## src/rtl/dpfc_pkg.sv

```systemverilog
// Shared types and constants of the distortion filter chain.
`default_nettype none
package dpfc_pkg;

    // Configuration register indexes.
    localparam logic [2:0] REG_HP_COEFF     = 3'd0;
    localparam logic [2:0] REG_PRE_LP_COEFF = 3'd1;
    localparam logic [2:0] REG_DRIVE_GAIN   = 3'd2;
    localparam logic [2:0] REG_TONE_COEFF   = 3'd3;
    localparam logic [2:0] REG_VOLUME_SCALE = 3'd4;

    // Fixed-point constants of the chain (23 fraction bits; TANH_SCALE has 16 fraction bits).
    localparam logic signed [47:0] CLIP_LEVEL = 48'sd4613734;
    localparam logic signed [47:0] TANH_LIMIT = 48'sd25165824;
    localparam logic [15:0]        TANH_SCALE = 16'd52429;
    localparam logic [31:0]        ONE27      = 32'd226492416;

    // Controller states.
    typedef enum logic [3:0] {
        ST_IDLE,
        ST_A, ST_B, ST_G, ST_T, ST_V, ST_H, ST_Z, ST_Q,
        ST_NUM, ST_DIV, ST_OUT
    } t_state;

    // Multiplier control state: busy flag and remaining multiplier bit count.
    typedef struct packed {
        logic        busy;
        logic [5:0]  bit_idx;
    } t_mul_ctl;

endpackage
`default_nettype wire

```

## src/rtl/distortion_pedal_filter_chain.sv

```systemverilog
// Top level of the distortion chain: one shared bit-serial multiplier and divider.
// Each accepted item runs nine products on the shared multiplier (seven of 16 bits, two of 32
// bits), then 26 divider steps, and then loads the output register.
// A new item is accepted only after its result has moved to the output register; a result
// still held when the next one is done stalls.
// Reset (synchronous, active low) clears all filter memories and loads register defaults.
`default_nettype none
module distortion_pedal_filter_chain #(
    parameter int CHANNELS    = 2,
    parameter int SAMPLE_BITS = 24
) (
    input  wire logic        i_clk,
    input  wire logic        i_rst_n,
    input  wire logic        s_axis_tvalid,
    output logic             s_axis_tready,
    input  wire logic [((SAMPLE_BITS + 7) / 8) * 8 - 1:0] s_axis_tdata, // sample_in
    input  wire logic        s_axis_tuser,                              // channel
    output logic             m_axis_tvalid,
    input  wire logic        m_axis_tready,
    output logic [((SAMPLE_BITS + 7) / 8) * 8 - 1:0] m_axis_tdata,  // sample_out
    output logic             m_axis_tuser,                          // channel_out
    input  wire logic        i_cfg_we,
    input  wire logic [2:0]  i_cfg_addr,
    input  wire logic [15:0] i_cfg_wdata
);
    localparam int DW = ((SAMPLE_BITS + 7) / 8) * 8;
    localparam int CW = (CHANNELS > 1) ? $clog2(CHANNELS) : 1;
    localparam int D  = SAMPLE_BITS - 24;
    localparam int DL = (D >= 0) ? D : 0;
    localparam int DR = (D < 0) ? -D : 0;
    localparam logic signed [47:0] OUT_MAX = (48'sd1 <<< (SAMPLE_BITS - 1)) - 48'sd1;
    localparam logic signed [47:0] OUT_MIN = -(48'sd1 <<< (SAMPLE_BITS - 1));

    logic [15:0] r_hp, r_pre, r_drv, r_tone, r_vol;
    logic signed [31:0] r_hx [CHANNELS];
    logic signed [31:0] r_hy [CHANNELS];
    logic signed [31:0] r_pl [CHANNELS];
    logic signed [31:0] r_tp [CHANNELS];
    logic signed [31:0] r_ox [CHANNELS];
    logic signed [31:0] r_oy [CHANNELS];

    dpfc_pkg::t_state r_st, n_st;
    logic [CW-1:0] r_ch;
    logic          r_chbit;
    logic signed [47:0] r_x, r_v;
    logic signed [47:0] r_w, n_w;
    logic [4:0]  r_cnt;
    logic        r_neg;
    logic [31:0] r_num;
    logic [63:0] r_rem;
    logic [63:0] r_dsh;
    logic [33:0] r_den;
    logic [25:0] r_quo;
    logic [DW-1:0] r_out;
    logic        r_och;
    logic        r_oval;
    logic        out_load;
    logic        div_ge;

    logic        mul_start, mul_done;
    logic signed [47:0] mul_a;
    logic [31:0] mul_b;
    logic [5:0]  mul_bits;
    logic signed [79:0] mul_p;
    logic        r_wait;

    dpfc_serial_mul u_mul (
        .i_clk(i_clk), .i_rst_n(i_rst_n), .i_start(mul_start),
        .i_a(mul_a), .i_b(mul_b), .i_bits(mul_bits),
        .o_done(mul_done), .o_p(mul_p)
    );

    function automatic logic signed [47:0] sat32(input logic signed [79:0] v);
        if (v > 80'sd2147483647)       return 48'sd2147483647;
        else if (v < -80'sd2147483648) return -48'sd2147483648;
        else                            return v[47:0];
    endfunction

    function automatic logic signed [79:0] rnd(input logic signed [79:0] v, input int s);
        logic signed [79:0] t;
        t = v + (80'sd1 <<< (s - 1));
        return t >>> s;
    endfunction

    // Scale the input sample to 23 fraction bits.
    logic signed [SAMPLE_BITS-1:0] s_in;
    logic signed [47:0] x_in;
    assign s_in = $signed(s_axis_tdata[SAMPLE_BITS-1:0]);
    assign x_in = (48'(s_in) >>> DL) <<< DR;

    logic [CW-1:0] ch_sel;
    always_comb begin
        if (CHANNELS > 1 && 32'(s_axis_tuser) < CHANNELS) ch_sel = CW'(s_axis_tuser);
        else ch_sel = '0;
    end

    // Result of the stage whose product has just finished.
    logic signed [79:0] pr, pr8, pr14, z2;
    logic signed [47:0] zc;
    always_comb begin
        pr   = rnd(mul_p, 16);
        pr8  = rnd(mul_p, 8);
        pr14 = rnd(mul_p, 14);
        z2   = rnd(mul_p, 23);
        zc   = '0;
        n_w  = r_w;
        case (r_st)
            dpfc_pkg::ST_A: n_w = sat32(80'(r_x) - 80'(r_hx[r_ch]) + pr);
            dpfc_pkg::ST_B: n_w = sat32(80'(r_pl[r_ch]) + pr);
            dpfc_pkg::ST_G: begin
                if (pr8 > 80'(dpfc_pkg::CLIP_LEVEL))       n_w = dpfc_pkg::CLIP_LEVEL;
                else if (pr8 < -80'(dpfc_pkg::CLIP_LEVEL)) n_w = -dpfc_pkg::CLIP_LEVEL;
                else                                       n_w = pr8[47:0];
            end
            dpfc_pkg::ST_T: n_w = sat32(80'(r_tp[r_ch]) + pr);
            dpfc_pkg::ST_V: n_w = sat32(pr14);
            dpfc_pkg::ST_H: n_w = sat32(80'(r_v) - 80'(r_ox[r_ch]) + pr);
            dpfc_pkg::ST_Z: begin
                // Clamp to +-3.0, then keep the magnitude for the divider.
                if (pr > 80'(dpfc_pkg::TANH_LIMIT))       zc = dpfc_pkg::TANH_LIMIT;
                else if (pr < -80'(dpfc_pkg::TANH_LIMIT)) zc = -dpfc_pkg::TANH_LIMIT;
                else                                      zc = pr[47:0];
                n_w = zc[47] ? -zc : zc;
            end
            default: ;
        endcase
    end

    // Restoring divider step and output scaling.
    logic signed [47:0] yv, ys, yc;
    assign div_ge = (r_rem >= r_dsh);
    always_comb begin
        yv = r_neg ? -$signed(48'(r_quo)) : $signed(48'(r_quo));
        ys = (yv <<< DL) >>> DR;
        if (ys > OUT_MAX)      yc = OUT_MAX;
        else if (ys < OUT_MIN) yc = OUT_MIN;
        else                   yc = ys;
    end

    // The finished result moves to the output register once that is free.
    assign out_load = (r_st == dpfc_pkg::ST_OUT) && (!r_oval || m_axis_tready);

    // Sequencer: start each product, consume each result.
    always_comb begin
        n_st = r_st;
        mul_start = 1'b0;
        mul_a = '0;
        mul_b = '0;
        mul_bits = 6'd16;
        case (r_st)
            dpfc_pkg::ST_IDLE: if (s_axis_tvalid && s_axis_tready) n_st = dpfc_pkg::ST_A;
            dpfc_pkg::ST_A: begin
                mul_a = 48'(r_hy[r_ch]); mul_b = 32'(r_hp);
                mul_start = !r_wait;
                if (mul_done) n_st = dpfc_pkg::ST_B;
            end
            dpfc_pkg::ST_B: begin
                mul_a = r_w - 48'(r_pl[r_ch]); mul_b = 32'(r_pre);
                mul_start = !r_wait;
                if (mul_done) n_st = dpfc_pkg::ST_G;
            end
            dpfc_pkg::ST_G: begin
                mul_a = r_w; mul_b = 32'(r_drv);
                mul_start = !r_wait;
                if (mul_done) n_st = dpfc_pkg::ST_T;
            end
            dpfc_pkg::ST_T: begin
                mul_a = r_w - 48'(r_tp[r_ch]); mul_b = 32'(r_tone);
                mul_start = !r_wait;
                if (mul_done) n_st = dpfc_pkg::ST_V;
            end
            dpfc_pkg::ST_V: begin
                mul_a = r_w; mul_b = 32'(r_vol);
                mul_start = !r_wait;
                if (mul_done) n_st = dpfc_pkg::ST_H;
            end
            dpfc_pkg::ST_H: begin
                mul_a = 48'(r_oy[r_ch]); mul_b = 32'(r_hp);
                mul_start = !r_wait;
                if (mul_done) n_st = dpfc_pkg::ST_Z;
            end
            dpfc_pkg::ST_Z: begin
                mul_a = r_w; mul_b = 32'(dpfc_pkg::TANH_SCALE);
                mul_start = !r_wait;
                if (mul_done) n_st = dpfc_pkg::ST_Q;
            end
            dpfc_pkg::ST_Q: begin
                mul_a = r_w; mul_b = r_w[31:0]; mul_bits = 6'd32;
                mul_start = !r_wait;
                if (mul_done) n_st = dpfc_pkg::ST_NUM;
            end
            dpfc_pkg::ST_NUM: begin
                mul_a = r_w; mul_b = r_num; mul_bits = 6'd32;
                mul_start = !r_wait;
                if (mul_done) n_st = dpfc_pkg::ST_DIV;
            end
            dpfc_pkg::ST_DIV: if (r_cnt == 5'd0) n_st = dpfc_pkg::ST_OUT;
            dpfc_pkg::ST_OUT: if (out_load) n_st = dpfc_pkg::ST_IDLE;
            default: n_st = dpfc_pkg::ST_IDLE;
        endcase
    end

    assign s_axis_tready = (r_st == dpfc_pkg::ST_IDLE);
    assign m_axis_tvalid = r_oval;
    assign m_axis_tdata  = r_out;
    assign m_axis_tuser  = r_och;

    // Control, configuration registers and filter memories.
    always_ff @(posedge i_clk) begin
        if (!i_rst_n) begin
            r_st   <= dpfc_pkg::ST_IDLE;
            r_wait <= 1'b0;
            r_oval <= 1'b0;
            r_hp   <= 16'd65208;
            r_pre  <= 16'd8042;
            r_drv  <= 16'd3840;
            r_tone <= 16'd2523;
            r_vol  <= 16'd18022;
            for (int i = 0; i < CHANNELS; i++) begin
                r_hx[i] <= '0; r_hy[i] <= '0; r_pl[i] <= '0;
                r_tp[i] <= '0; r_ox[i] <= '0; r_oy[i] <= '0;
            end
        end else begin
            r_st <= n_st;
            if (mul_start) r_wait <= 1'b1;
            else if (mul_done) r_wait <= 1'b0;
            if (out_load) r_oval <= 1'b1;
            else if (m_axis_tready) r_oval <= 1'b0;
            if (i_cfg_we) begin
                case (i_cfg_addr)
                    dpfc_pkg::REG_HP_COEFF:     r_hp   <= i_cfg_wdata;
                    dpfc_pkg::REG_PRE_LP_COEFF: r_pre  <= i_cfg_wdata;
                    dpfc_pkg::REG_DRIVE_GAIN:   r_drv  <= i_cfg_wdata;
                    dpfc_pkg::REG_TONE_COEFF:   r_tone <= i_cfg_wdata;
                    dpfc_pkg::REG_VOLUME_SCALE: r_vol  <= i_cfg_wdata;
                    default: ;
                endcase
            end
            if (mul_done) begin
                case (r_st)
                    dpfc_pkg::ST_A: begin
                        r_hx[r_ch] <= r_x[31:0];
                        r_hy[r_ch] <= n_w[31:0];
                    end
                    dpfc_pkg::ST_B: r_pl[r_ch] <= n_w[31:0];
                    dpfc_pkg::ST_T: r_tp[r_ch] <= n_w[31:0];
                    dpfc_pkg::ST_H: begin
                        r_ox[r_ch] <= r_v[31:0];
                        r_oy[r_ch] <= n_w[31:0];
                    end
                    default: ;
                endcase
            end
        end
    end

    // Datapath registers.
    always_ff @(posedge i_clk) begin
        if (s_axis_tvalid && s_axis_tready) begin
            r_x <= x_in;
            r_ch <= ch_sel;
            r_chbit <= s_axis_tuser;
        end
        if (mul_done) r_w <= n_w;
        case (r_st)
            dpfc_pkg::ST_V: if (mul_done) r_v <= n_w;
            dpfc_pkg::ST_Z: if (mul_done) r_neg <= zc[47];
            dpfc_pkg::ST_Q: begin
                if (mul_done) begin
                    r_num <= dpfc_pkg::ONE27 + z2[31:0];
                    r_den <= 34'(dpfc_pkg::ONE27) + 34'(z2[31:0]) * 34'd9;
                end
            end
            dpfc_pkg::ST_NUM: begin
                // Numerator plus half the divisor, divisor aligned to the top quotient bit.
                if (mul_done) begin
                    r_rem <= 64'(mul_p) + 64'(r_den >> 1);
                    r_dsh <= 64'(r_den) << 25;
                    r_quo <= '0;
                    r_cnt <= 5'd25;
                end
            end
            dpfc_pkg::ST_DIV: begin
                if (div_ge) r_rem <= r_rem - r_dsh;
                r_quo <= {r_quo[24:0], div_ge};
                r_dsh <= r_dsh >> 1;
                r_cnt <= r_cnt - 5'd1;
            end
            default: ;
        endcase
        if (out_load) begin
            r_out <= DW'(yc[SAMPLE_BITS-1:0]);
            r_och <= r_chbit;
        end
    end

`ifndef SYNTHESIS
    // A stalled result holds its value.
    a_out_hold: assert property (@(posedge i_clk) disable iff (!i_rst_n)
        (m_axis_tvalid && !m_axis_tready) |=>
            (m_axis_tvalid && $stable(m_axis_tdata) && $stable(m_axis_tuser)))
        else $error("result changed while stalled");
    // Accepting an item always starts the first filter stage.
    a_start: assert property (@(posedge i_clk) disable iff (!i_rst_n)
        (s_axis_tvalid && s_axis_tready) |=> (r_st == dpfc_pkg::ST_A))
        else $error("sequencer did not start");
    // No product is pending while the chain is idle.
    a_idle_mul: assert property (@(posedge i_clk) disable iff (!i_rst_n)
        (r_st == dpfc_pkg::ST_IDLE) |-> !r_wait)
        else $error("multiplier busy while idle");
`endif
endmodule
`default_nettype wire

```

## src/rtl/dpfc_serial_mul.sv

```systemverilog
// Bit-serial signed by unsigned multiplier: one multiplier bit per cycle.
`default_nettype none
module dpfc_serial_mul (
    input  wire logic               i_clk,
    input  wire logic               i_rst_n,
    input  wire logic               i_start,
    input  wire logic signed [47:0] i_a,
    input  wire logic [31:0]        i_b,
    input  wire logic [5:0]         i_bits,
    output logic                    o_done,
    output logic signed [79:0]      o_p
);
    dpfc_pkg::t_mul_ctl r_ctl, n_ctl;
    logic signed [79:0] r_acc, n_acc;
    logic signed [79:0] r_a, n_a;
    logic [31:0]        r_b, n_b;

    // One add of the shifted multiplicand per set multiplier bit.
    always_comb begin
        n_ctl = r_ctl;
        n_acc = r_acc;
        n_a   = r_a;
        n_b   = r_b;
        o_done = 1'b0;
        if (i_start) begin
            n_ctl.busy    = 1'b1;
            n_ctl.bit_idx = i_bits;
            n_acc = '0;
            n_a   = 80'(i_a);
            n_b   = i_b;
        end else if (r_ctl.busy) begin
            if (r_b[0]) n_acc = r_acc + r_a;
            n_a = r_a <<< 1;
            n_b = r_b >> 1;
            n_ctl.bit_idx = r_ctl.bit_idx - 6'd1;
            if (r_ctl.bit_idx == 6'd1) begin
                n_ctl.busy = 1'b0;
                o_done = 1'b1;
            end
        end
    end

    always_ff @(posedge i_clk) begin
        if (!i_rst_n) begin
            r_ctl <= '0;
        end else begin
            r_ctl <= n_ctl;
        end
        r_acc <= n_acc;
        r_a   <= n_a;
        r_b   <= n_b;
    end

    // The last partial product is added on the way out.
    assign o_p = r_acc + ((r_ctl.busy && r_b[0]) ? r_a : 80'sd0);
endmodule
`default_nettype wire
```

## config.mk

```make
export PLATFORM = sky130hd
export DESIGN_NAME = distortion_pedal_filter_chain
export DESIGN_NICKNAME = d
export VERILOG_FILES = /design/src/rtl/dpfc_pkg.sv /design/src/rtl/distortion_pedal_filter_chain.sv /design/src/rtl/dpfc_serial_mul.sv
export SDC_FILE = /design/constraint.sdc
export NUM_CORES = 2
export LEC_CHECK = 0
export BUFFER_PORTS_ARGS = -buffer_cell sky130_fd_sc_hd__buf_2
export CAP_MARGIN = 15
export CORE_ASPECT_RATIO = 0.5
export CORE_MARGIN = 1.5
export CORE_UTILIZATION = 35
export DETAILED_ROUTE_END_ITERATION = 10
export PLACE_DENSITY = 0.52
export SYNTH_ARGS = -nofsm -noshare
export SYNTH_HDL_FRONTEND = slang
export SYNTH_SLANG_ARGS = --single-unit
```

## constraint.sdc

```tcl
create_clock -name i_clk -period 10.8 [get_ports i_clk]
set_input_delay 2.16 -clock i_clk [delete_from_list [all_inputs] [get_ports i_clk]]
set_output_delay 2.16 -clock i_clk [all_outputs]
set_load 0.01 [all_outputs]
```

### After elaboration in Yosys (flattened, before gate mapping)

Memories as Yosys holds them, arrays and structs flattened. A register that Yosys moved wholly into a read port is not among the register bits.
Index checks and enable logic that the tools add are counted.

| cells by class | value |
|---|---|
| $add $sub $neg | 22 |
| $mul | 1 |
| order comparisons | 17 |
| equal/unequal tests | 29 |
| multiplexer cells | 101 |
| reduce and logical (&&, ||, !) cells | 35 |

Operators with widths:

| kind | number |
|---|---|
| $mux 48 | 17 |
| $pmux 48 s7 | 1 |
| $gt 65x32->1 const B | 4 |
| $lt 65x32->1 const B | 4 |
| $mux 32 | 8 |
| $pmux 32 s8 | 1 |
| $pmux 64 s2 | 2 |
| $mux 80 | 3 |
| $pmux 48 s5 | 1 |
| $mux 64 | 3 |
| $reduce_or 32->1 | 6 |
| $add 80x80->80 | 2 |
| $add 32x64->65 | 2 |
| $sub 48x32->48 | 2 |
| $add 80x15->80 const B | 1 |
| $add 80x17->80 const B | 1 |
| $add 80x9->80 const B | 1 |
| $gt 72x24->1 const B | 1 |
| $lt 72x24->1 const B | 1 |
| $gt 66x32->1 const B | 1 |
| $lt 66x32->1 const B | 1 |
| $add 33x64->65 | 1 |
| $add 49x64->65 | 1 |
| $add 64x33->64 | 1 |
| other kinds (49) | 139 |

| word-level totals | value |
|---|---|
| register bits | 657 |
| memory bits (writable) | 384 |
| bits of input ports | 49 |
| word-level logic and storage cells | 237 |
| memories kept | 6 |

Memory list:

| name | depth | width | read ports | clocked after Yosys merged registers in | wr ports | line | source |
|---|---|---|---|---|---|---|---|
| r_hx | 2 | 32 | 1 | 1 | 2 | distortion_pedal_filter_chain.sv:35 | `logic signed [31:0] r_hx [CHANNELS];` |
| r_hy | 2 | 32 | 1 | 1 | 2 | distortion_pedal_filter_chain.sv:36 | `logic signed [31:0] r_hy [CHANNELS];` |
| r_ox | 2 | 32 | 1 | 1 | 2 | distortion_pedal_filter_chain.sv:39 | `logic signed [31:0] r_ox [CHANNELS];` |
| r_oy | 2 | 32 | 1 | 1 | 2 | distortion_pedal_filter_chain.sv:40 | `logic signed [31:0] r_oy [CHANNELS];` |
| r_pl | 2 | 32 | 1 | 1 | 2 | distortion_pedal_filter_chain.sv:37 | `logic signed [31:0] r_pl [CHANNELS];` |
| r_tp | 2 | 32 | 1 | 1 | 2 | distortion_pedal_filter_chain.sv:38 | `logic signed [31:0] r_tp [CHANNELS];` |

### Depth between registers and ports, before layout

| depth | value |
|---|---|
| word-level depth | 12 |
| depth in mapped cells | 48 |

### Cells and area by module

Synthesis repeated with hierarchy kept, for this count alone.

| second synthesis, totals | value |
|---|---|
| cell total of the unflattened synthesis | 10817 |
| area total of the unflattened synthesis | 92774.0 µm² |

By module, submodules not included:

| module | times used | cells each | area an instance (µm²) | sequential area each (µm²) |
|---|---|---|---|---|
| distortion_pedal_filter_chain | 1 | 8649 | 75027.0 | 23722.8 |
| dpfc_serial_mul | 1 | 2168 | 17747.0 | 5104.9 |

### Worst setup path after synthesis

No wires, ideal clock.

| timing path | value |
|---|---|
| path type | flip-flop to flip-flop |
| start | register u_mul.r_ctl[6] in the netlist's numbering |
| end | register r_v[1] (data pin) |
| setup time | 0.280 ns |
| arrival | 10.908 ns |
| required time | 10.520 ns |
| path slack | -0.387 ns |
| cell stages (with the launch flop) | 42 |
| buffers on the path | 4 |
| clock period less this slack | 11.187 ns |
| cells stage by stage | dfxtp_1 -> clkbuf_1 -> clkbuf_1 -> clkbuf_1 -> and3_1 -> ha_1 -> inv_1 -> fa_1 -> nor2b_1 -> o31a_1 -> o31a_1 -> buf_6 -> a31oi_1 -> o211ai_1 -> ha_1 -> inv_1 -> or3_1 -> or3_1 -> [6 not listed] -> fa_1 -> ha_1 -> nand2_1 -> nor2_1 -> nand3_1 -> a21o_1 -> a21oi_1 -> a21oi_1 -> o31a_1 -> o31ai_1 -> o211ai_1 -> or4_1 -> o41ai_1 -> a22oi_1 -> a2111o_1 -> a2111o_1 -> nor4_4 -> a21oi_1 |

| on the way | value |
|---|---|
| word-level cells in the longest chain between the ends | 11 |

Ends and longest elaborated chain:

| item | line | source |
|---|---|---|
| from (decl) | dpfc_serial_mul.sv:13 | `dpfc_pkg::t_mul_ctl r_ctl, n_ctl;` |
| from (signal assigned) | dpfc_serial_mul.sv:47 | `r_ctl <= n_ctl;` |
| $logic_and 1x1->1 * | dpfc_serial_mul.sv:55 | `assign o_p = r_acc + ((r_ctl.busy && r_b[0]) ? r_a : 80'sd0);` |
| $mux 80 * | dpfc_serial_mul.sv:55 |  |
| $add 80x80->80 * | dpfc_serial_mul.sv:55 |  |
| $add 80x17->80 | distortion_pedal_filter_chain.sv:81 | `t = v + (80'sd1 <<< (s - 1));` |
| $lt 64x26->1 | distortion_pedal_filter_chain.sv:121 | `else if (pr < -80'(dpfc_pkg::TANH_LIMIT)) zc = -dpfc_pkg::TANH_LIMIT;` |
| $mux 48 | distortion_pedal_filter_chain.sv:121 |  |
| $mux 48 | distortion_pedal_filter_chain.sv:120 | `if (pr > 80'(dpfc_pkg::TANH_LIMIT)) zc = dpfc_pkg::TANH_LIMIT;` |
| $mux 48 | distortion_pedal_filter_chain.sv:107 | `case (r_st)` |
| $neg 48->48 | distortion_pedal_filter_chain.sv:123 | `n_w = zc[47] ? -zc : zc;` |
| $mux 48 | distortion_pedal_filter_chain.sv:123 |  |
| $pmux 48 s7 * | distortion_pedal_filter_chain.sv:107 |  |
| via n_w[1] | distortion_pedal_filter_chain.sv:46 | `logic signed [47:0] r_w, n_w;` |
| to (signal assigned) | distortion_pedal_filter_chain.sv:266 | `dpfc_pkg::ST_V: if (mul_done) r_v <= n_w;` |
| to (decl) | distortion_pedal_filter_chain.sv:45 | `logic signed [47:0] r_x, r_v;` |

The timed path passes the listed nets; every way through them passes the cells marked *. The select of a mux whose other input is x is not followed.
A chain may end at the register's enable or synchronous reset.

==> summary.md <==
| Metric | Value |
|---|---|
| FILL cells | `25400` |
| Clock-pin slew on the worst setup and hold paths | `70 ps` |
| Crit path DAT | `11180 ps` |
| Area grow syn2layout | `29.0%` |
| Maximum root-to-sink buffer count | `3` |
| Primary FF master, synth | `edfxtp_1` |
| H-tree Lvls | `3` |
| Initial core utilization | `35.4%` |
| Count of final hold-check violations | `0` |
| Relative slew margins | `-7.50%` |
| Gpl congestion | `1.07` |
| Die area | `262000 µm²` |
| Netlist cell types | `124` |
| WS Path Type | `reg2reg` |
| Mapped cell area | `90700 µm²` |
| Max Slew Vio Count | `1` |
| Yosys warning total | `0` |
| GRT Total Usage | `34.1%` |
| Ports | `76` |
| Synthesis-stage register bit count | `1018` |
| Synth Area per Inst | `8.74 µm²` |
| Wirelength, routed | `464 mm` |
| Slew @ Worst Pin | `1610 ps` |
| Post-Syn Nets | `11200` |
| Failing checks | `design-rule violations, max-slew violations` |
| CTS tree | `yes` |
| First-pass GRT wire length | `643 mm` |
| Multi-input logic area | `60900 µm²` |
| Worst EP required | `11290 ps` |
| Worst-path maximum fanout | `9` |
| Worst vdd ir | `0.255 mV` |
| # rows | `131` |
| TritonCTS Buffers | `104` |
| Initial DRC Count | `11000` |
| Final min period | `10690 ps` |
| Worst-Skew Late Latency | `820 ps` |
| Post-DP HPWL | `376 mm` |
| Startpoint Class | `flop` |
| Cells after synthesis | `10400` |
| Max incr delay on CP | `610 ps` |
| Dpl cells | `15400` |
| CTS Sinks | `1018` |
| Largest net degree at the start of global routing | `129` |
| CORE AREA | `256000 µm²` |
| Port bufs | `75` |
| Clock Skew | `87.2 ps` |
| Crit end category | `flop` |
| Die Span Y | `363 µm` |
| Fraction of layout cells with a size suffix above 1 | `25.4%` |
| Vias | `92600` |
| Final Cell Area | `117000 µm²` |
| DRC Markers | `3` |
| Die width | `723 µm` |
| FFs w/ async S/R, synth | `0%` |
| Post-synth EDFFs | `844` |
| Register area | `28800 µm²` |
| Placed cell areas | `110000 µm²` |
| ANT nets after route | `0` |
| Post-synthesis sequential area ratio | `31.8%` |
| # setup viols final | `0` |
| Status | `finished with violations` |
| Root Buffer | `clkbuf_16` |
| Detail-routed via count per cell | `5.89` |
| Post-layout nets | `13000` |
| Gr ovfl total | `0` |
| Max-cap violations | `0` |
| CTS Hold Bufs | `0` |
| Slowest CP cell | `or4_4` |
| Final period util | `99.0%` |
| Pwr Density | `343 nW/µm²` |
| Most frequent CP cell | `buf_4` |
| WL per Instance | `29.5 µm` |
| Vias in the first global route | `86200` |
| Antenna violations before repair | `51` |
| RSZ-0062 raised after global routing | `yes` |
| Final Non-Filler Cells | `15700` |
| F_max | `93.5 MHz` |
| Hold Crit Class | `reg2reg` |
| DR pass1 iterations | `11` |
| Leak | `0.0505 µW` |
[Yosys cell counts, types with 82 or more instances]
cell type / count / area, µm²
o21ai_0: 504 / 2520
dfxtp_1: 174 / 3480
nand2b_1: 90 / 563
mux2i_1: 162 / 1620
o21bai_1: 90 / 676
nand4_1: 214 / 1340
nor3_1: 246 / 1230
xor2_1: 222 / 1940
or3_1: 82 / 513
xnor2_1: 516 / 4520
a21oi_1: 881 / 4410
ha_1: 647 / 8100
a31oi_1: 95 / 594
fa_1: 140 / 2800
o21a_1: 168 / 1260
edfxtp_1: 844 / 25300
a21o_1: 315 / 2360
nand2_1: 967 / 3630
clkbuf_1: 377 / 1420
and3_1: 213 / 1330
inv_1: 566 / 2120
nor4_1: 124 / 776
a211oi_1: 94 / 706
nor2b_1: 113 / 707
nand3_1: 291 / 1460
and2_1: 138 / 863
mux2_2: 125 / 1410
o211ai_1: 88 / 661
nor2_1: 779 / 2920
[worst max-delay path, delay by kind of cell, from the launching register on]
kind	cells	cell delay (ps)
flops	1	440
buf+inv	19	3200
fa+ha+maj	3	1100
compound gates	13	2590
xor+xnor	1	160
simple gates	13	2850
[registers in the layout, summed over array words and instances (netlist names), 59 cells and up, named ones only]
name,cells
r_rem,64
u_mul.r_a,80
r_hy,64
r_tp,64
r_ox,64
r_dsh,59
r_oy,64
r_pl,64
u_mul.r_acc,80
[cell families (layout without fill, tap and decap cells)]
| logic type | Yosys count | in the layout | synth area share [%] |
|---|---|---|---|
| simple gates | 3574 | 3574 | 20.0 |
| compound gates | 2923 | 2924 | 21.2 |
| buf+inv | 1048 | 2932 | 4.48 |
| flops | 1018 | 1018 | 31.8 |
| fa+ha+maj | 787 | 787 | 12.0 |
| xor+xnor | 741 | 741 | 7.18 |
| mux | 287 | 287 | 3.34 |
| other cells | 0 | 13 | 0 |
[routing by layer]
metal / vias up / track usage, % / part of all wire, %
li1: 42000 / - / -
met1: 45800 / 50.2 / 46
met2: 4223 / 48.4 / 40
met3: 614 / 10.1 / 12
met4: 20 / 8.10 / 3.0
met5: - / 0 / 0.028
[placed cells by master (no fill, tap or decap), types with 92 or more instances in the layout]
| cell | count |
|---|---|
| buf_4 | 1960 |
| nand2_1 | 947 |
| edfxtp_1 | 844 |
| a21oi_1 | 815 |
| nor2_1 | 748 |
| ha_1 | 612 |
| inv_1 | 544 |
| xnor2_1 | 490 |
| o21ai_0 | 453 |
| a21o_1 | 313 |
| nand3_1 | 279 |
| nand4_1 | 214 |
| nor3_1 | 214 |
| xor2_1 | 204 |
| and3_1 | 200 |
| dfxtp_1 | 171 |
| o21a_1 | 166 |
| mux2i_1 | 158 |
| fa_1 | 138 |
| and2_1 | 132 |
| mux2_2 | 125 |
| nor2b_1 | 111 |
| clkbuf_16 | 108 |
| nor4_1 | 100 |
| a31oi_1 | 92 |
[stage by stage]
stage | TNS (ps) | power (µW) | util, % | hold WS, ps | worst slack (ps)
after global routing | -6570 | 42100 | 45.6 | 485 | -143
after global placement | -228030 | 33700 | 42.8 | 450 | -877
final | 0 | 40100 | 45.6 | 467 | 110
after CTS | 0 | 37800 | 44.4 | 468 | 0.973
after detailed placement | -219200 | 33700 | 42.8 | 454 | -809
after floorplan | 0 | 20100 | - | 440 | 67.1
[power by group]
group	switching (µW)	internal (µW)	total [µW]
Clock	1840	2080	3930
Sequential	462	5220	5680
Combinational	18200	12200	30500
[final cells by class]
class | count | share of cell area, %
diodes | 13 | 0.0278
well taps | 3458 | 3.70
multi-input cells | 8313 | 52.0
inverters | 574 | 1.87
flip-flops and latches | 1018 | 24.6
clock inverters | 77 | 0.753
clock buffers | 120 | 2.29
repair buffers | 2161 | 14.7
[final timing paths]
check                                   from         end  slack [ps]  cells past startpoint
worst min-delay path              r_tone[12]  r_tone[12]         470                      2
worst max-delay path            u_mul.r_b[0]  r_oy[1][8]         110                     49
worst max register to register  u_mul.r_b[0]  r_oy[1][8]         110                     49
worst min register to register    r_tone[12]  r_tone[12]         470                      2
[repair_timing]
action	CTS	global route
gates resized for setup	74	537
setup endpoints to repair	352	352
setup buffers	4	73
pin swaps	4	141
gates cloned	0	8
Note: power is estimated with default switching activity, not from simulation.
